[config.mk]
export PLATFORM = sky130hd
export DESIGN_NAME = layer_zorder_stack_flat
export DESIGN_NICKNAME = d
export VERILOG_FILES = /design/src/sv/lzs_pkg.sv /design/src/sv/lzs_in_if.sv /design/src/sv/lzs_out_if.sv /design/src/sv/lzs_cell.sv /design/src/sv/layer_zorder_stack.sv /design/src/flat_wrapper.sv
export VERILOG_INCLUDE_DIRS = /design/src /design/src/sv
export SDC_FILE = /design/constraint.sdc
export NUM_CORES = 1
export LEC_CHECK = 0
export BUFFER_PORTS_ARGS = -buffer_cell sky130_fd_sc_hd__clkbuf_2
export CAP_MARGIN = 10
export CORE_UTILIZATION = 60
export DETAILED_ROUTE_END_ITERATION = 16
export PLACE_DENSITY = 0.78
export SKIP_CTS_REPAIR_TIMING = 1
export SLEW_MARGIN = 0
export SYNTH_ARGS = -nofsm -noshare
export SYNTH_HDL_FRONTEND = slang
export SYNTH_HIERARCHICAL = 1
export SYNTH_SLANG_ARGS = --single-unit
[constraint.sdc]
create_clock -name clk -period 23.7 [get_ports clk]
set_clock_uncertainty 0.2 [all_clocks]
set_input_delay 1.185 -clock clk [delete_from_list [all_inputs] [get_ports clk]]
set_output_delay 1.185 -clock clk [all_outputs]
set_load 0.01 [all_outputs]
[src/sv/assert_macros.svh]
// ----------------------------------------------------------------------------
// assert_macros.svh
// Concurrent assertion shorthands used by the RTL.
// ----------------------------------------------------------------------------
`ifndef ASSERT_MACROS_SVH
`define ASSERT_MACROS_SVH

// same-cycle implication
`define ASSERT_IMP(lbl, clk, rst_n, ante, cons, msg) \
    lbl: assert property (@(posedge clk) disable iff (!rst_n) (ante) |-> (cons)) \
        else $error(msg);

// next-cycle implication
`define ASSERT_NXT(lbl, clk, rst_n, ante, cons, msg) \
    lbl: assert property (@(posedge clk) disable iff (!rst_n) (ante) |=> (cons)) \
        else $error(msg);

`endif

[src/sv/lzs_pkg.sv]
`timescale 1ns / 1ps
// ----------------------------------------------------------------------------
// lzs_pkg
// Shared types and constants of the layer z-order stack.
// ----------------------------------------------------------------------------
package lzs_pkg;

    // position math width; covers -1..256, enough for pools of up to 256 layers
    localparam int POS_W = 10;
    // widest layer index
    localparam int LYR_W = 8;

    localparam logic signed [POS_W-1:0] P_ONE  = 1;
    localparam logic signed [POS_W-1:0] P_NEG1 = -1;

    localparam logic [1:0] OP_ALLOC = 2'd0;
    localparam logic [1:0] OP_SET   = 2'd1;
    localparam logic [1:0] OP_FREE  = 2'd2;

    localparam logic STATUS_OK   = 1'b0;
    localparam logic STATUS_FULL = 1'b1;

    // broadcast to every position cell during the shift cycle
    typedef struct packed {
        logic                    en;
        logic                    from_left;
        logic                    ins;
        logic signed [POS_W-1:0] lo;
        logic signed [POS_W-1:0] hi;
        logic signed [POS_W-1:0] pos;
        logic [LYR_W-1:0]        layer;
    } shift_ctrl_t;

endpackage

[src/sv/lzs_in_if.sv]
`timescale 1ns / 1ps
// ----------------------------------------------------------------------------
// lzs_in_if
// Command channel: one word per stacking command.
// ----------------------------------------------------------------------------
interface lzs_in_if;
    logic              valid;
    logic              ready;
    logic [1:0]        opcode;
    logic [3:0]        layer_id;
    logic signed [4:0] requested_height;

    modport source (
        output valid,
        output opcode,
        output layer_id,
        output requested_height,
        input  ready
    );

    modport sink (
        input  valid,
        input  opcode,
        input  layer_id,
        input  requested_height,
        output ready
    );
endinterface

[src/sv/lzs_out_if.sv]
`timescale 1ns / 1ps
// ----------------------------------------------------------------------------
// lzs_out_if
// Response channel: one word per command.
// ----------------------------------------------------------------------------
interface lzs_out_if;
    logic              valid;
    logic              ready;
    logic [3:0]        result_layer;
    logic              status;
    logic signed [4:0] applied_height;
    logic signed [4:0] top_height;

    modport source (
        output valid,
        output result_layer,
        output status,
        output applied_height,
        output top_height,
        input  ready
    );

    modport sink (
        input  valid,
        input  result_layer,
        input  status,
        input  applied_height,
        input  top_height,
        output ready
    );
endinterface

[src/sv/lzs_cell.sv]
`timescale 1ns / 1ps
// ----------------------------------------------------------------------------
// lzs_cell
// One stacking position: holds the layer at that position and, on a shift,
// takes its left or right neighbor's entry or the moved layer.
// ----------------------------------------------------------------------------
module lzs_cell
    import lzs_pkg::*;
#(
    parameter int IW  = 4,
    parameter int POS = 0
)
(
    input  logic          clk,
    input  logic [IW-1:0] left,
    input  logic [IW-1:0] right,
    input  shift_ctrl_t   ctrl,
    output logic [IW-1:0] entry
);

    localparam logic signed [POS_W-1:0] MY_POS = POS_W'(POS);

    logic [IW-1:0] entry_reg;
    logic [IW-1:0] entry_next;
    logic          in_range;

    assign in_range = (MY_POS >= ctrl.lo) && (MY_POS <= ctrl.hi);

    always_comb
    begin
        entry_next = entry_reg;
        if (ctrl.en)
        begin
            if (ctrl.ins && (MY_POS == ctrl.pos))
            begin
                entry_next = ctrl.layer[IW-1:0];
            end
            else if (in_range)
            begin
                entry_next = ctrl.from_left ? left : right;
            end
        end
    end

    always_ff @(posedge clk)
    begin
        entry_reg <= entry_next;
    end

    assign entry = entry_reg;

endmodule

[src/sv/layer_zorder_stack.sv]
`timescale 1ns / 1ps
// ----------------------------------------------------------------------------
// layer_zorder_stack
// Pool of display layers with their stacking order: allocate, set height,
// free. The order list is a row of position cells that shift together.
// ----------------------------------------------------------------------------
//   port  dir  word
//   cmd   in   opcode, layer_id, requested_height
//   rsp   out  result_layer, status, applied_height, top_height
//
// A command runs from accept to response through lookup, one shift of
// the position cells, a sweep over every position that renumbers heights
// and finds the lowest free layer, then the response load. cmd.ready
// returns in the same cycle that rsp.valid rises.
// cmd.ready is high only between commands. The response register holds a
// word until taken; a finished command waits for it to drain.
// Reset is immediate; the order list needs no clearing.
// ----------------------------------------------------------------------------
`include "assert_macros.svh"

module layer_zorder_stack
    import lzs_pkg::*;
#(
    parameter int MAX_LAYERS = 16
)
(
    input  logic      clk,
    input  logic      rst_n,
    lzs_in_if.sink    cmd,
    lzs_out_if.source rsp
);

    localparam int IW = $clog2(MAX_LAYERS);
    localparam int HW = IW + 1;
    localparam logic [IW-1:0]        LAST   = IW'(MAX_LAYERS - 1);
    localparam logic signed [HW-1:0] H_NONE = '1;

    typedef enum logic [4:0] {
        S_IDLE  = 5'b00001,
        S_LOOK  = 5'b00010,
        S_SHIFT = 5'b00100,
        S_SWEEP = 5'b01000,
        S_DONE  = 5'b10000
    } state_t;

    state_t                 state_reg,   state_next;
    logic signed [HW-1:0]   top_reg,     top_next;
    logic [IW-1:0]          sweep_reg,   sweep_next;
    logic                   found_reg,   found_next;
    logic [IW-1:0]          free_reg,    free_next;
    logic                   out_vld_reg, out_vld_next;

    logic [1:0]             opcode_reg;
    logic [3:0]             id_reg;
    logic signed [4:0]      req_reg;
    logic                   pool_reg;
    logic signed [HW-1:0]   old_reg;
    logic signed [HW-1:0]   new_reg;

    logic [3:0]             out_layer_reg;
    logic                   out_status_reg;
    logic signed [4:0]      out_applied_reg;
    logic signed [4:0]      out_top_reg;

    logic signed [HW-1:0]   height_reg [MAX_LAYERS];
    logic [MAX_LAYERS-1:0]  used_reg;

    logic [IW-1:0]          entry_w [MAX_LAYERS];
    shift_ctrl_t            ctrl;

    logic                   accept;
    logic                   done_go;
    logic [IW-1:0]          id_idx;
    logic signed [HW-1:0]   old_h;
    logic signed [POS_W-1:0] topx;
    logic signed [POS_W-1:0] limit;
    logic signed [POS_W-1:0] clamp;
    logic signed [HW-1:0]   tgt;
    logic signed [HW-1:0]   sweep_h;
    logic [IW-1:0]          sweep_entry;

    logic                   hw_en;
    logic [IW-1:0]          hw_addr;
    logic signed [HW-1:0]   hw_data;
    logic                   uw_en;
    logic [IW-1:0]          uw_addr;
    logic                   uw_data;

    assign accept      = cmd.valid && cmd.ready;
    assign cmd.ready   = (state_reg == S_IDLE);
    assign done_go     = (state_reg == S_DONE) && (!out_vld_reg || rsp.ready);
    assign id_idx      = IW'(id_reg);
    assign old_h       = height_reg[id_idx];
    assign topx        = POS_W'(top_reg);
    assign sweep_h     = $signed({1'b0, sweep_reg});
    assign sweep_entry = entry_w[sweep_reg];

    // clamp to -1..top+1, or -1..top for a shown layer
    always_comb
    begin
        limit = (old_h >= 0) ? topx : topx + P_ONE;
        clamp = POS_W'(req_reg);
        if (clamp > limit)
        begin
            clamp = limit;
        end
        if (clamp < P_NEG1)
        begin
            clamp = P_NEG1;
        end
        tgt = old_h;
        if (pool_reg && (opcode_reg == OP_SET) && used_reg[id_idx])
        begin
            tgt = HW'(clamp);
        end
        else if (pool_reg && (opcode_reg == OP_FREE) && (old_h >= 0))
        begin
            tgt = H_NONE;
        end
    end

    // shift window for the position cells
    always_comb
    begin
        ctrl       = '0;
        ctrl.pos   = POS_W'(new_reg);
        ctrl.layer = LYR_W'(id_idx);
        if ((state_reg == S_SHIFT) && (old_reg != new_reg))
        begin
            ctrl.en = 1'b1;
            if (old_reg > new_reg)
            begin
                if (new_reg >= 0)
                begin
                    ctrl.lo        = POS_W'(new_reg) + P_ONE;
                    ctrl.hi        = POS_W'(old_reg);
                    ctrl.from_left = 1'b1;
                    ctrl.ins       = 1'b1;
                end
                else
                begin
                    ctrl.lo        = POS_W'(old_reg);
                    ctrl.hi        = topx - P_ONE;
                    ctrl.from_left = 1'b0;
                    ctrl.ins       = 1'b0;
                end
            end
            else
            begin
                if (old_reg >= 0)
                begin
                    ctrl.lo        = POS_W'(old_reg);
                    ctrl.hi        = POS_W'(new_reg) - P_ONE;
                    ctrl.from_left = 1'b0;
                    ctrl.ins       = 1'b1;
                end
                else
                begin
                    ctrl.lo        = POS_W'(new_reg) + P_ONE;
                    ctrl.hi        = topx + P_ONE;
                    ctrl.from_left = 1'b1;
                    ctrl.ins       = 1'b1;
                end
            end
        end
    end

    genvar g;
    generate
        for (g = 0; g < MAX_LAYERS; g++)
        begin : g_cell
            logic [IW-1:0] left_w;
            logic [IW-1:0] right_w;

            if (g == 0)
            begin : g_first
                assign left_w = entry_w[g];
            end
            else
            begin : g_left
                assign left_w = entry_w[g-1];
            end

            if (g == MAX_LAYERS - 1)
            begin : g_last
                assign right_w = entry_w[g];
            end
            else
            begin : g_right
                assign right_w = entry_w[g+1];
            end

            lzs_cell #(
                .IW  (IW),
                .POS (g)
            ) u_cell (
                .clk   (clk),
                .left  (left_w),
                .right (right_w),
                .ctrl  (ctrl),
                .entry (entry_w[g])
            );
        end
    endgenerate

    // single write port into the per-layer tables
    always_comb
    begin
        hw_en   = 1'b0;
        hw_addr = id_idx;
        hw_data = new_reg;
        uw_en   = 1'b0;
        uw_addr = id_idx;
        uw_data = 1'b0;
        case (state_reg)
            S_SHIFT:
            begin
                hw_en = (old_reg != new_reg);
                uw_en = pool_reg && (opcode_reg == OP_FREE);
            end
            S_SWEEP:
            begin
                hw_en   = (sweep_h <= top_reg);
                hw_addr = sweep_entry;
                hw_data = sweep_h;
            end
            S_DONE:
            begin
                if (done_go && (opcode_reg == OP_ALLOC) && found_reg)
                begin
                    hw_en   = 1'b1;
                    hw_addr = free_reg;
                    hw_data = H_NONE;
                    uw_en   = 1'b1;
                    uw_addr = free_reg;
                    uw_data = 1'b1;
                end
            end
            default:
            begin
            end
        endcase
    end

    always_comb
    begin
        state_next   = state_reg;
        top_next     = top_reg;
        sweep_next   = sweep_reg;
        found_next   = found_reg;
        free_next    = free_reg;
        out_vld_next = out_vld_reg && !rsp.ready;
        case (state_reg)
            S_IDLE:
            begin
                if (accept)
                begin
                    state_next = S_LOOK;
                    found_next = 1'b0;
                end
            end
            S_LOOK:
            begin
                state_next = S_SHIFT;
            end
            S_SHIFT:
            begin
                sweep_next = '0;
                state_next = S_SWEEP;
                if ((old_reg >= 0) && (new_reg < 0))
                begin
                    top_next = top_reg - HW'(1);
                end
                else if ((old_reg < 0) && (new_reg >= 0))
                begin
                    top_next = top_reg + HW'(1);
                end
            end
            S_SWEEP:
            begin
                if (!found_reg && !used_reg[sweep_reg])
                begin
                    found_next = 1'b1;
                    free_next  = sweep_reg;
                end
                sweep_next = sweep_reg + IW'(1);
                if (sweep_reg == LAST)
                begin
                    state_next = S_DONE;
                end
            end
            S_DONE:
            begin
                if (done_go)
                begin
                    out_vld_next = 1'b1;
                    state_next   = S_IDLE;
                end
            end
            default:
            begin
                state_next = S_IDLE;
            end
        endcase
    end

    always_ff @(posedge clk or negedge rst_n)
    begin
        if (!rst_n)
        begin
            state_reg   <= S_IDLE;
            top_reg     <= H_NONE;
            sweep_reg   <= '0;
            found_reg   <= 1'b0;
            free_reg    <= '0;
            out_vld_reg <= 1'b0;
            used_reg    <= '0;
            for (int i = 0; i < MAX_LAYERS; i++)
            begin
                height_reg[i] <= H_NONE;
            end
        end
        else
        begin
            state_reg   <= state_next;
            top_reg     <= top_next;
            sweep_reg   <= sweep_next;
            found_reg   <= found_next;
            free_reg    <= free_next;
            out_vld_reg <= out_vld_next;
            if (hw_en)
            begin
                height_reg[hw_addr] <= hw_data;
            end
            if (uw_en)
            begin
                used_reg[uw_addr] <= uw_data;
            end
        end
    end

    // command and response payload
    always_ff @(posedge clk)
    begin
        if (accept)
        begin
            opcode_reg <= cmd.opcode;
            id_reg     <= cmd.layer_id;
            req_reg    <= cmd.requested_height;
            pool_reg   <= (int'(cmd.layer_id) < MAX_LAYERS);
        end
        if (state_reg == S_LOOK)
        begin
            old_reg <= old_h;
            new_reg <= tgt;
        end
        if (done_go)
        begin
            out_top_reg <= 5'(top_reg);
            if (opcode_reg == OP_ALLOC)
            begin
                out_layer_reg   <= found_reg ? 4'(free_reg) : 4'd0;
                out_status_reg  <= found_reg ? STATUS_OK : STATUS_FULL;
                out_applied_reg <= 5'(H_NONE);
            end
            else
            begin
                out_layer_reg   <= id_reg;
                out_status_reg  <= STATUS_OK;
                out_applied_reg <= pool_reg ? 5'(old_h) : 5'(H_NONE);
            end
        end
    end

    assign rsp.valid          = out_vld_reg;
    assign rsp.result_layer   = out_layer_reg;
    assign rsp.status         = out_status_reg;
    assign rsp.applied_height = out_applied_reg;
    assign rsp.top_height     = out_top_reg;

    `ASSERT_IMP(a_top_range, clk, rst_n, 1'b1,
        (top_reg >= H_NONE) && (top_reg <= $signed({1'b0, LAST})), "top out of range")
    `ASSERT_NXT(a_top_only_shift, clk, rst_n, state_reg != S_SHIFT, $stable(top_reg),
        "top moved outside shift")
    `ASSERT_IMP(a_rsp_from_done, clk, rst_n, $rose(out_vld_reg), $past(state_reg == S_DONE),
        "response without finished command")
    `ASSERT_NXT(a_one_cmd, clk, rst_n, accept, !cmd.ready, "second command taken while busy")
    `ASSERT_IMP(a_free_released, clk, rst_n,
        (state_reg == S_DONE) && (opcode_reg == OP_FREE) && pool_reg,
        !used_reg[id_idx] && (old_h == H_NONE), "freed layer still held")

endmodule
[src/flat_wrapper.sv]
// flat-port wrapper written by rule: the top's interface ports become plain ports
module layer_zorder_stack_flat import lzs_pkg::*;
#(
    parameter int MAX_LAYERS = 16
)
  (clk, rst_n, cmd_valid, cmd_opcode, cmd_layer_id, cmd_requested_height, cmd_ready, rsp_valid, rsp_result_layer, rsp_status, rsp_applied_height, rsp_top_height, rsp_ready);
  lzs_in_if cmd_i ();
  lzs_out_if rsp_i ();
  input  logic clk;
  input  logic rst_n;
  input wire logic [$bits(cmd_i.valid)-1:0] cmd_valid;
  input wire logic [$bits(cmd_i.opcode)-1:0] cmd_opcode;
  input wire logic [$bits(cmd_i.layer_id)-1:0] cmd_layer_id;
  input wire logic [$bits(cmd_i.requested_height)-1:0] cmd_requested_height;
  output wire logic [$bits(cmd_i.ready)-1:0] cmd_ready;
  output wire logic [$bits(rsp_i.valid)-1:0] rsp_valid;
  output wire logic [$bits(rsp_i.result_layer)-1:0] rsp_result_layer;
  output wire logic [$bits(rsp_i.status)-1:0] rsp_status;
  output wire logic [$bits(rsp_i.applied_height)-1:0] rsp_applied_height;
  output wire logic [$bits(rsp_i.top_height)-1:0] rsp_top_height;
  input wire logic [$bits(rsp_i.ready)-1:0] rsp_ready;
  assign cmd_i.valid = cmd_valid;
  assign cmd_i.opcode = cmd_opcode;
  assign cmd_i.layer_id = cmd_layer_id;
  assign cmd_i.requested_height = cmd_requested_height;
  assign cmd_ready = cmd_i.ready;
  assign rsp_valid = rsp_i.valid;
  assign rsp_result_layer = rsp_i.result_layer;
  assign rsp_status = rsp_i.status;
  assign rsp_applied_height = rsp_i.applied_height;
  assign rsp_top_height = rsp_i.top_height;
  assign rsp_i.ready = rsp_ready;
  layer_zorder_stack #(.MAX_LAYERS(MAX_LAYERS)) u_core (.clk(clk), .rst_n(rst_n), .cmd(cmd_i), .rsp(rsp_i));
endmodule
Yosys cells after proc, flatten, opt, wreduce, memory -nomap -nowiden

Index checks and enable logic that the tools add are counted.

Register bits after elaboration: 216
Output and inout bits: 17
Input port bits: 15
Word-level logic and storage cells: 325

Equal/unequal tests: 29
Reduce and logical (&&, ||, !) cells: 92
Multiplexer cells: 97
Add/subtract/negate cells: 7
Magnitude comparators: 49
Bitwise gates (word level): 3

Operator list:

| operator              | count |
|---|---|
| $mux W4               | 54 |
| $bwmux W80            | 1 |
| $ge A5 B10 Y1 const A | 8 |
| $le A5 B10 Y1 const A | 8 |
| $mux W22              | 3 |
| $mux W5               | 12 |
| $logic_and A1 B1 Y1   | 45 |
| $eq A5 B5 Y1 const A  | 8 |
| $ge A4 B10 Y1 const A | 4 |
| $le A4 B10 Y1 const A | 4 |
| $reduce_bool A2 Y1    | 20 |
| $reduce_and A2 Y1     | 16 |
| $pmux W5 S5           | 1 |
| $mux W23              | 1 |
| $bmux W5 S4           | 1 |
| $demux W5 S4          | 1 |
| $eq A4 B5 Y1 const A  | 4 |
| $ge A3 B10 Y1 const A | 2 |
| $le A3 B10 Y1 const A | 2 |
| $mux W10              | 2 |
| $bmux W4 S4           | 1 |
| $bwmux W16            | 1 |
| $pmux W4 S2           | 2 |
| $ge A5 B1 Y1 const B  | 3 |
| other kinds (42)      | 73 |

Logic depth before layout (Yosys ltp)

Gate-level depths: netlist of run 1.

Word-level depth: 13
Depth in mapped cells: 17
Depth with buffers taken out: 14

By module

Netlist of run 1, hierarchy kept.

By module, submodules not included:

| module                                 | area each (sq um) | times used | cells each | sequential area each (sq um) |
|---|---|---|---|---|
| layer_zorder_stack                     | 9003.6            | 1          | 721        | 4091.4 |
| lzs_cell (u_core.g_cell[4].u_cell ...) | 306.5             | 2          | 25         | 120.1 |
| lzs_cell (u_core.g_cell[13].u_cell)    | 356.6             | 1          | 26         | 120.1 |
| lzs_cell (u_core.g_cell[1].u_cell)     | 335.3             | 1          | 25         | 120.1 |
| lzs_cell (u_core.g_cell[9].u_cell)     | 335.3             | 1          | 26         | 120.1 |
| lzs_cell (u_core.g_cell[5].u_cell)     | 334.1             | 1          | 26         | 120.1 |
| lzs_cell (u_core.g_cell[2].u_cell)     | 325.3             | 1          | 25         | 120.1 |
| lzs_cell (u_core.g_cell[15].u_cell)    | 322.8             | 1          | 27         | 120.1 |
| lzs_cell (u_core.g_cell[6].u_cell)     | 322.8             | 1          | 25         | 120.1 |
| lzs_cell (u_core.g_cell[14].u_cell)    | 320.3             | 1          | 25         | 120.1 |
| lzs_cell (u_core.g_cell[12].u_cell)    | 317.8             | 1          | 25         | 120.1 |
| lzs_cell (u_core.g_cell[11].u_cell)    | 316.6             | 1          | 25         | 120.1 |
| lzs_cell (u_core.g_cell[7].u_cell)     | 302.8             | 1          | 26         | 120.1 |
| lzs_cell (u_core.g_cell[0].u_cell)     | 299.0             | 1          | 23         | 120.1 |
| +2 rows                                | --                | --         | --         | -- |

Worst setup path after synthesis of run 1

No wires, ideal clock.

Kind: register to register
From: register u_core.new_reg[4]
To: register u_core.g_cell[6].u_cell.entry_reg[0] (enable)
Clock period less this slack: 9769 ps
Stages on the path, launching flop included: 9
Buffers on the path: 0
Required time: 23126 ps
Arrival time: 9195 ps
Library setup time: 374 ps
Path slack: 13931 ps
Cell sequence: edfxtp_1 > ha_1 > nor3b_1 > a21oi_1 > nand2_1 > a31oi_1 > and4b_1 > or3_1 > o32ai_1

RTL lines:

| what                   | RTL line                  | source |
|---|---|---|
| start, declared        | layer_zorder_stack.sv:58  | `logic signed [HW-1:0] new_reg;` |
| start signal, assigned | layer_zorder_stack.sv:355 | `new_reg <= tgt;` |
| end signal, assigned   | lzs_cell.sv:47            | `entry_reg <= entry_next;` |
| end, declared          | lzs_cell.sv:23            | `logic [IW-1:0] entry_reg;` |

==> flow_summary.toml, run 1 <==
[logic_synthesis]
syn_area_per_cell_um2 = 12.5
syn_area_um2 = 14100
syn_nets = 1169
yosys_warnings = 6
syn_inst = 1129

[finish]
final_cell_mix = "mux2_2 (167), edfxtp_1 (100), dfstp_2 (86), nand2_1 (65), nor2_1 (60)"
largest_register_ffs = 80
final_util_pct = 67.9
syn_to_final_growth_pct = 10.2
n_antenna_cell = 0
final_common_cell = "mux2_2"
layout.nets = 1215
final_cell_area_um2 = 15500
drive_above_1_share_pct = 41.1

[setup_path]
worst-path-max-fanout = 22
start_kind = "register"
cp-end-kind = "register"
required_ns = 23.66
timing.critical_path.arrival_ns = 5.87
crit_chain = "inv_1, ha_1, and3_1, and3_1, a211oi_1, mux2i_1, mux2i_1, nor2_1, o211ai_1, a31oi_1, o41ai_1"
cp_top_family = "compound AO/OA/AOI/OAI gates"
rrSetupSlack_ns = 17.79
cp.buffers_inverters = 1
crit_type = "reg2reg"
cp_slowest_cell = "o41ai_1"
slowest_delay_ns = 1.02

[job]
maxCapViolCount = 0

[sta]
rsz0062_at_grt = "false"
worst_slack_ns = 17.79
fmax_mhz = 169
min_period_ns = 5.91
tns_ns = 0
fin_crit_sh_pct = 24.9
hold_violations = 0
max_slew_margin_pct = 19.6
worst_pin_slew_ns = 1.20
slew_violations = 0
finalSetupViolations = 0

[floorplanning]
io_pins = 32
die_w_um = 155
die_y_um = 155
rows = 55
start_util_pct = 61.7
core_area_um2 = 22800
dieArea_um2 = 24100

[status]
status = "finished clean"

[routing]
ant_nets = 0
drc = 0
viasPerCell = 6.50
num_vias = 9788
drt_wl_total_mm = 34.4
drt-initial-drc-count = 716
drtPass1Iterations = 4
post_drt_wl_per_cell_um = 22.8

[placed_design]
gp_congestion = 0.863
place_hpwl_mm = 23.2
pre_cts_slack_ns = 17.90
port_buffers = 31
dpl_cell_area_um2 = 14700

[cts]
cts_tree = "built"
ctsHtreeMaxLevel = 1
cts_buffer_depth = 3
cts-buffers-inserted = 24
clock_latency_ns = 0.55
cts.sinks = 216
cts_root_buf = "clkbuf_16"
clkSlewWorstSetupHoldPaths_ns = 0.06

[power]
vdd_drop_max_mv = 0.0936
p_leak_nw = 5.77
power_density_nw_per_um2 = 92.7

[global_route]
grt_pass1_vias = 9789
antenna_found_initial = 0
grt_pass1_wl_mm = 54.7
track_usage_pct = 29.6
overflow = 0
grt_start_max_net_pins = 85

[min_path]
holdCritPathClass = "reg2reg"
[power breakdown]
part / internal, mW / total [mW] / switching, mW / leakage (nW)
clock network: 0.225 / 0.376 / 0.151 / 0.393
logic: 0.219 / 0.505 / 0.287 / 3.17
registers: 0.504 / 0.559 / 0.0542 / 2.21
[per-layer routing]
metal  vias to the layer above  track usage (%)  wire [um]
li1                       4507                -          -
met2                       323             50.4      16900
met5                         -                0          0
met4                         0             11.3       1210
met3                        80             4.48       2080
met1                      4878             38.4      14100
[worst register-to-register path: cells and delay by family (launching register included)]
kind | cells | cell delay (ns)
buffers and inverters | 1 | 0.24
AND/OR/NAND/NOR | 3 | 0.54
AO/OA/AOI/OAI | 4 | 2.32
adder cells (fa/ha/maj) | 1 | 0.35
flip-flops | 1 | 0.98
multiplexers | 2 | 0.91
[through the flow]
stage	instances	total power, mW	hold slack (ns)
after CTS	1504	1.44	0.331
after global routing	1505	1.51	0.352
final	1505	1.44	0.332
after floorplan	1129	0.923	0.287
after global placement	1461	1.04	0.303
after detailed placement	1461	1.06	0.317
[path summary, 6_finish.rpt]
path	endpoint	start	depth (start not counted)
min in group asynchronous	u_core/used_reg[12]$_DFFE_PN0P_	rst_n	1
max	u_core/g_cell[12].u_cell/entry[1]$_DFFE_PP_	u_core/new_reg[3]$_DFFE_PP_	11
max in group asynchronous	u_core/state_reg[3]$_DFFE_PN0P_	rst_n	2
min reg2reg	u_core/used_reg[7]$_DFFE_PN0P_	u_core/used_reg[7]$_DFFE_PN0P_	1
min	u_core/used_reg[7]$_DFFE_PN0P_	u_core/used_reg[7]$_DFFE_PN0P_	1
max reg2reg	u_core/g_cell[12].u_cell/entry[1]$_DFFE_PP_	u_core/new_reg[3]$_DFFE_PP_	11
[cell type report]
class / instances / area [um^2]
sequential: 216 / 6010
timing repair buffer: 58 / 360
inverter: 37 / 139
clock inverter: 7 / 109
multi-input combinational: 838 / 7820
clock buffer: 36 / 696
fill: 1633 / 7320
tap: 313 / 392
(Power assumes the default switching activity.)
==> run 2, diff against run 1 <==
--- a/config.mk
+++ b/config.mk
@@ -8,9 +8,9 @@
 export LEC_CHECK = 0
 export BUFFER_PORTS_ARGS = -buffer_cell sky130_fd_sc_hd__clkbuf_2
 export CAP_MARGIN = 10
-export CORE_UTILIZATION = 60
+export CORE_UTILIZATION = 58
 export DETAILED_ROUTE_END_ITERATION = 16
-export PLACE_DENSITY = 0.78
+export PLACE_DENSITY = 0.79
 export SKIP_CTS_REPAIR_TIMING = 1
 export SLEW_MARGIN = 0
 export SYNTH_ARGS = -nofsm -noshare
==> constraint.sdc (replaced) <==
create_clock -name clk -period 5.41 [get_ports clk]
set_clock_uncertainty 0.2 [all_clocks]
set_input_delay 0.2705 -clock clk [delete_from_list [all_inputs] [get_ports clk]]
set_output_delay 0.2705 -clock clk [all_outputs]
set_load 0.01 [all_outputs]
==> run 2 against run 1 <==
  * The run now ends with hold timing left
  * Non-clock buffer count increased by 24
  * Via count rose by 0.53%
  * Clock power rose to 4.5 times the previous value
  * Global-route usage shrank 1.4 points
  * Clock-buffer cell count is 1 lower
  * Wire length is 2.1% lower
  * Worst hold slack got worse by 0.38 ns
  * Power increased to 4.4 times the previous value
  * Die area up 3.4%
  * Final area increased by 3.1%
  * Fmax grew 28%
  * Register-to-register slack worse by 17 ns
==> flow_summary.toml, run 2 (synthesis results as in run 1) <==
[sta]
worst_pin_slew_ns = 1.14
max_slew_margin_pct = 23.0
rsz0062_at_grt = "false"
finalSetupViolations = 0
worst_hold_slack_ns = -0.0512
fin_crit_sh_pct = 85.4
slew_violations = 0
tns_ns = 0
hold_violations = 1
fmax_mhz = 216
min_period_ns = 4.62

[power]
switching_power_mw = 2.19
sw_frac_of_total_pct = 34.3
p_leak_nw = 5.95
comb_power_share_pct = 35.3
clock_power_share_pct = 26.4
p_int_mw = 4.21
power_density_nw_per_um2 = 400
p_seq_share_pct = 38.4
power_mw = 6.40
vdd_drop_max_mv = 0.373

[placed_design]
placed_cells = 1479
port_buffers = 31
place_hpwl_mm = 23.1
gp_congestion = 0.901
dpl_cell_area_um2 = 15000

[routing]
post_drt_wl_per_cell_um = 21.9
drt-initial-drc-count = 741
viasPerCell = 6.41
drtPass1Iterations = 5
num_vias = 9840
drc = 0
drt_wl_total_mm = 33.6
ant_nets = 0

[setup_path]
cp-end-kind = "register"
start_kind = "register"
rrSetupSlack_ns = 0.79
crit_type = "reg2reg"
slowest_delay_ns = 0.76
worst-path-max-fanout = 14
cp_common_cell = "a22oi_1"
crit_chain = "mux4_2, a22oi_1, and2_1, inv_1, nand2_1, xnor2_1, ha_1, a2111oi_0, a22oi_1, o21a_1, nor2_1, a21oi_1, o32a_1"
reg2reg_depth = 13
required_ns = 5.48
timing.critical_path.arrival_ns = 4.69
r2r-start = "u_core/id_idx[1]$_DFFE_PP_"
r2r-end = "u_core/new_reg[3]$_DFFE_PP_"
cp_slowest_cell = "edfxtp_1"

[cts]
ctsHtreeMaxLevel = 1
clock_latency_ns = 0.53
cts_root_buf = "clkbuf_16"
clkSlewWorstSetupHoldPaths_ns = 0.06
cts.sinks = 216
cts_buffer_depth = 3
cts-buffers-inserted = 24
cts_tree = "built"

[global_route]
track_usage_pct = 28.2
overflow = 0
grt_start_max_net_pins = 69
grt_pass1_wl_mm = 53.7
grt_pass1_vias = 9593
antenna_found_initial = 0

[floorplanning]
dieArea_um2 = 24900
io_pins = 32
die_y_um = 158
core_area_um2 = 23700
start_util_pct = 59.5
die_w_um = 158
rows = 56

[min_path]
hold_depth = 3
hp-start = "rsp_ready"
holdCritPathClass = "in2reg"
min_to = "u_core/rsp.valid$_DFF_PN0_"

[finish]
drive_above_1_share_pct = 43.5
layout.nets = 1239
finalNonFillerCells = 1536
n_antenna_cell = 0
final_cell_area_um2 = 16000
largest_register_ffs = 80
final_common_cell = "mux2_2"
final_cell_mix = "mux2_2 (167), edfxtp_1 (100), dfstp_2 (86), nand2_1 (63), nor2_1 (60)"
syn_to_final_growth_pct = 13.6

[status]
status = "complete, but fails checks"
violations = "hold timing"

[job]
maxCapViolCount = 0
## run 2: cell types whose count changed in the layout (fill, tap and decap cells not counted), sizes merged
cell	previous run	this run
clkinvlp	0	1
clkbuf	66	65
dlygate4sd3	0	13
buf	28	39
bufinv	2	0
clkinv	5	8
## run 2: power groups by stage
stage / logic [mW] / clock network [mW] / registers, mW
after CTS: 2.24 / 1.72 / 2.45
after global routing: 2.45 / 1.78 / 2.49
after global placement: 2.17 / 0 / 2.45
final: 2.26 / 1.69 / 2.46
after detailed placement: 2.22 / 0 / 2.47
after floorplan: 1.66 / 0 / 2.45
## run 2: final cells by class
| type | count | area, um^2 |
|---|---|---|
| clock buffer | 35 | 777 |
| clock inverter | 9 | 76.3 |
| fill | 1683 | 7680 |
| inverter | 37 | 143 |
| multi-input combinational | 838 | 8010 |
| sequential | 216 | 6010 |
| tap | 319 | 399 |
| timing repair buffer | 82 | 586 |
## run 2: worst max-delay path, delay by kind of cell, from the launching register on
| kind | cells | cell delay (ns) |
|---|---|---|
| AO/OA/AOI/OAI | 6 | 1.73 |
| XOR/XNOR | 1 | 0.16 |
| adder cells (fa/ha/maj) | 1 | 0.29 |
| buffers and inverters | 1 | 0.14 |
| flip-flops | 1 | 0.76 |
| multiplexers | 1 | 0.42 |
| AND/OR/NAND/NOR | 3 | 0.65 |
## run 2: metal layers
metal  vias to the layer above  share of wire, %  track usage (%)
met4                         0               2.5             8.65
li1                       4537                 -                -
met2                       319                48             45.2
met3                        57               6.6             4.98
met1                      4927                43             39.0
met5                         -                 0                0
## run 2: worst max-delay path by stage
stage                                      from                                     endpoint  slack, ns  cells past startpoint
finish               u_core/id_idx[1]$_DFFE_PP_                  u_core/new_reg[3]$_DFFE_PP_       0.79                     13
global route         u_core/id_idx[1]$_DFFE_PP_                  u_core/new_reg[3]$_DFFE_PP_       0.46                     13
CTS                 u_core/new_reg[1]$_DFFE_PP_  u_core/g_cell[14].u_cell/entry[2]$_DFFE_PP_       0.84                     14
detailed placement   u_core/id_idx[1]$_DFFE_PP_                  u_core/new_reg[3]$_DFFE_PP_       0.87                     13
global placement     u_core/id_idx[1]$_DFFE_PP_                  u_core/new_reg[3]$_DFFE_PP_       0.88                     13
floorplan           u_core/new_reg[4]$_DFFE_PP_  u_core/g_cell[13].u_cell/entry[0]$_DFFE_PP_      -1.67                      9
## run 2: metrics by stage
step	util [%]	setup WS, ns
finish	67.6	0.789
floorplan	-	-1.67
global route	67.6	0.458
global placement	63.4	0.880
CTS	67.0	0.837
detailed placement	63.4	0.875
==> run 3, diff against run 2 <==
--- a/config.mk
+++ b/config.mk
@@ -8,12 +8,13 @@
 export LEC_CHECK = 0
 export BUFFER_PORTS_ARGS = -buffer_cell sky130_fd_sc_hd__clkbuf_2
 export CAP_MARGIN = 10
-export CORE_UTILIZATION = 58
+export CELL_PAD_IN_SITES_DETAIL_PLACEMENT = 0
+export CELL_PAD_IN_SITES_GLOBAL_PLACEMENT = 1
+export CORE_UTILIZATION = 47
 export DETAILED_ROUTE_END_ITERATION = 16
-export PLACE_DENSITY = 0.79
+export PLACE_DENSITY = 0.78
 export SKIP_CTS_REPAIR_TIMING = 1
 export SLEW_MARGIN = 0
 export SYNTH_ARGS = -nofsm -noshare
 export SYNTH_HDL_FRONTEND = slang
-export SYNTH_HIERARCHICAL = 1
 export SYNTH_SLANG_ARGS = --single-unit
==> constraint.sdc (replaced) <==
create_clock -name clk -period 3.8 [get_ports clk]
set_clock_uncertainty 0.2 [all_clocks]
set_input_delay 0.19 -clock clk [delete_from_list [all_inputs] [get_ports clk]]
set_output_delay 0.19 -clock clk [all_outputs]
set_load 0.01 [all_outputs]
==> run 3 against run 2 <==
  * Area after synthesis down 8.0%
  * Critical path depth up 1
  * Register-to-register slack worse by 0.74 ns
  * Largest cell class unchanged
  * Clock power up 59%
  * The run now ends clean
  * Highest routed layer unchanged
  * Sequential power up 41%
  * Non-clock buffer count up 33
  * Clock-buffer cell count unchanged
  * Sequential cell count unchanged
  * Wire length down 1.4%
  * Worst hold slack better by 0.16 ns
  * Sequential share of layout area up 2.6 points
==> flow_summary.toml, run 3 <==
[routing]
drtPass1Iterations = 4
viasPerCell = 5.90
ant_nets = 0
drc = 0
drt_wl_total_mm = 33.2
drt-initial-drc-count = 661
num_vias = 9180
post_drt_wl_per_cell_um = 21.3

[setup_path]
r2r-end = "u_core.new_reg[3]$_DFFE_PP_"
required_ns = 3.88
slowest_delay_ns = 0.59
start_kind = "register"
reg2reg_depth = 14
timing.critical_path.arrival_ns = 3.83
cp-startpoint = "u_core.id_idx[0]$_DFFE_PP_"
cp-end-kind = "register"
cp_slowest_cell = "mux4_2"
r2r-start = "u_core.id_idx[0]$_DFFE_PP_"
crit_chain = "buf_6, mux4_2, mux4_2, nand4_1, xor2_1, ha_1, and4_4, o21ai_2, o2111ai_2, o21ai_2, a31oi_4, nor2_1, a21oi_2, o32a_1"
worstSetupEndpoint = "u_core.new_reg[3]$_DFFE_PP_"
crit_type = "reg2reg"
worst-path-max-fanout = 7
rrSetupSlack_ns = 0.05

[global_route]
grt.met1_usage_pct = 31.6
grt.busiest_layer = "met2"
overflow = 0
grt_pass1_wl_mm = 53.3
antenna_found_initial = 0
track_usage_pct = 24.3
grt_util_met3_pct = 3.24
met2_usage_pct = 41.6
grt_start_max_net_pins = 60
grt_pass1_vias = 9410

[sta]
slew_violations = 0
fin_crit_sh_pct = 98.6
min_period_ns = 3.75
worst_pin_slew_ns = 1.23
finalSetupViolations = 0
worst_slack_ns = 0.0520
hold_violations = 0
max_slew_margin_pct = 17.3
rsz0062_at_grt = "true"
fmax_mhz = 267

[logic_synthesis]
yosysMostFrequentCell = "nand2_1"
yosys-top-cells-count = "nand2_1 (111), edfxtp_1 (100), dfstp_2 (86), o21ai_0 (86), mux2_2 (84)"
synthTopCellsByArea = "edfxtp_1 (23%), dfstp_2 (17%), mux4_2 (8.3%)"
yosysTopAreaCellShare_pct = 23.2
syn_area_per_cell_um2 = 11.6
syn_nets = 1159
synth_top_area_cell = "edfxtp_1"
syn_inst = 1115
ys_seq_area_share_pct = 46.4
yosys_warnings = 0
syn_area_um2 = 13000
async_flop_share_pct = 53.7
synthFlopType = "edfxtp_1"
synth_seq_cells = 216
synth_edf_count = 100
synth_cell_types = 86

[placed_design]
gp_congestion = 0.960
place_hpwl_mm = 23.8
dpl_cell_area_um2 = 13800
pre_cts_slack_ns = 0.00293
port_buffers = 31

[finish]
multi_input_area_um2 = 6630
seqCellArea_um2 = 6010
largest_register_ffs = 80
layout.nets = 1239
fillers = 2323
final_cell_mix = "nand2_1 (110), edfxtp_1 (100), dfstp_2 (86), mux2_2 (84), o21ai_0 (81)"
final_common_cell = "nand2_1"
n_antenna_cell = 0
drive_above_1_share_pct = 35.7
syn_to_final_growth_pct = 15.6
final_cell_area_um2 = 15000

[cts]
cts_root_buf = "clkbuf_16"
clkSlewWorstSetupHoldPaths_ns = 0.06
clock_latency_ns = 0.53
cts.sinks = 216
cts-buffers-inserted = 26
cts_tree = "built"
cts_buffer_depth = 3
ctsHtreeMaxLevel = 1

[status]
status = "finished clean"

[floorplanning]
rows = 60
die_w_um = 168
die_y_um = 168
dieArea_um2 = 28300
start_util_pct = 48.0
core_area_um2 = 27000
io_pins = 32

[job]
maxCapViolCount = 0

[power]
vdd_drop_max_mv = 0.422
p_leak_nw = 6.09
power_density_nw_per_um2 = 610

[min_path]
holdCritPathClass = "in2async"
run 3: critical path: cells and delay by family, from the launching register on:
kind,cells,cell delay [ns]
compound gates,6,0.71
mux,2,1.09
flops,1,0.34
xor+xnor,1,0.23
fa+ha+maj,1,0.28
buf+inv,1,0.14
simple gates,3,0.49
run 3: how the worst min path moves through the flow:
stage | cells after the start | to | slack (ns)
2_1_floorplan | 0 | u_core.found_reg$_DFFE_PN0P_ | -0.31
3_3_place_gp | 1 | u_core.state_reg[1]$_DFFE_PN0P_ | 0.13
3_5_place_dp | 1 | u_core.state_reg[1]$_DFFE_PN0P_ | 0.13
4_1_cts | 1 | u_core.state_reg[1]$_DFFE_PN0P_ | -0.44
5_1_grt | 2 | u_core.state_reg[1]$_DFFE_PN0P_ | 0.16
6_report | 2 | u_core.state_reg[2]$_DFFE_PN0P_ | 0.11
run 3: layout make-up:
cell class	instances	area share [%]
multi-input cells	809	44.3
flip-flops and latches	216	40.1
repair buffers	115	5.74
clock buffers	35	5.10
well taps	341	2.85
clock inverters	13	1.23
inverters	27	0.676
run 3: per-stage QoR:
step	total power [mW]	std cells	hold WS (ns)	utilization, %	TNS [ns]
floorplan	5.46	1115	-0.306	-	0
global placement	6.27	1490	0.127	51.1	0
detailed placement	6.34	1490	0.133	51.1	0
CTS	9.06	1538	-0.441	54.6	-0.0437
global route	9.63	1556	0.163	55.4	-0.505
finish	9.14	1556	0.107	55.4	0
run 3: per-layer routing:
| layer | up-vias | routed length, um |
|---|---|---|
| met5 | - | 0 |
| met4 | 0 | 1290 |
| met3 | 70 | 1510 |
| met2 | 216 | 16300 |
| met1 | 4545 | 14100 |
| li1 | 4349 | - |
run 3: kinds of logic after synthesis:
| logic type | Yosys count | share of synthesized area (%) |
|---|---|---|
| AO/OA/AOI/OAI | 226 | 11.0 |
| AND/OR/NAND/NOR | 321 | 12.8 |
| XOR/XNOR | 18 | 1.22 |
| adder cells (fa/ha/maj) | 29 | 2.86 |
| buffers and inverters | 90 | 3.13 |
| flip-flops | 216 | 46.4 |
| multiplexers | 215 | 22.5 |
run 3: where the power goes:
part / total (mW) / switching, mW / internal, mW
registers: 3.46 / 0.330 / 3.13
logic: 3.01 / 1.64 / 1.36
clock network: 2.68 / 0.995 / 1.68
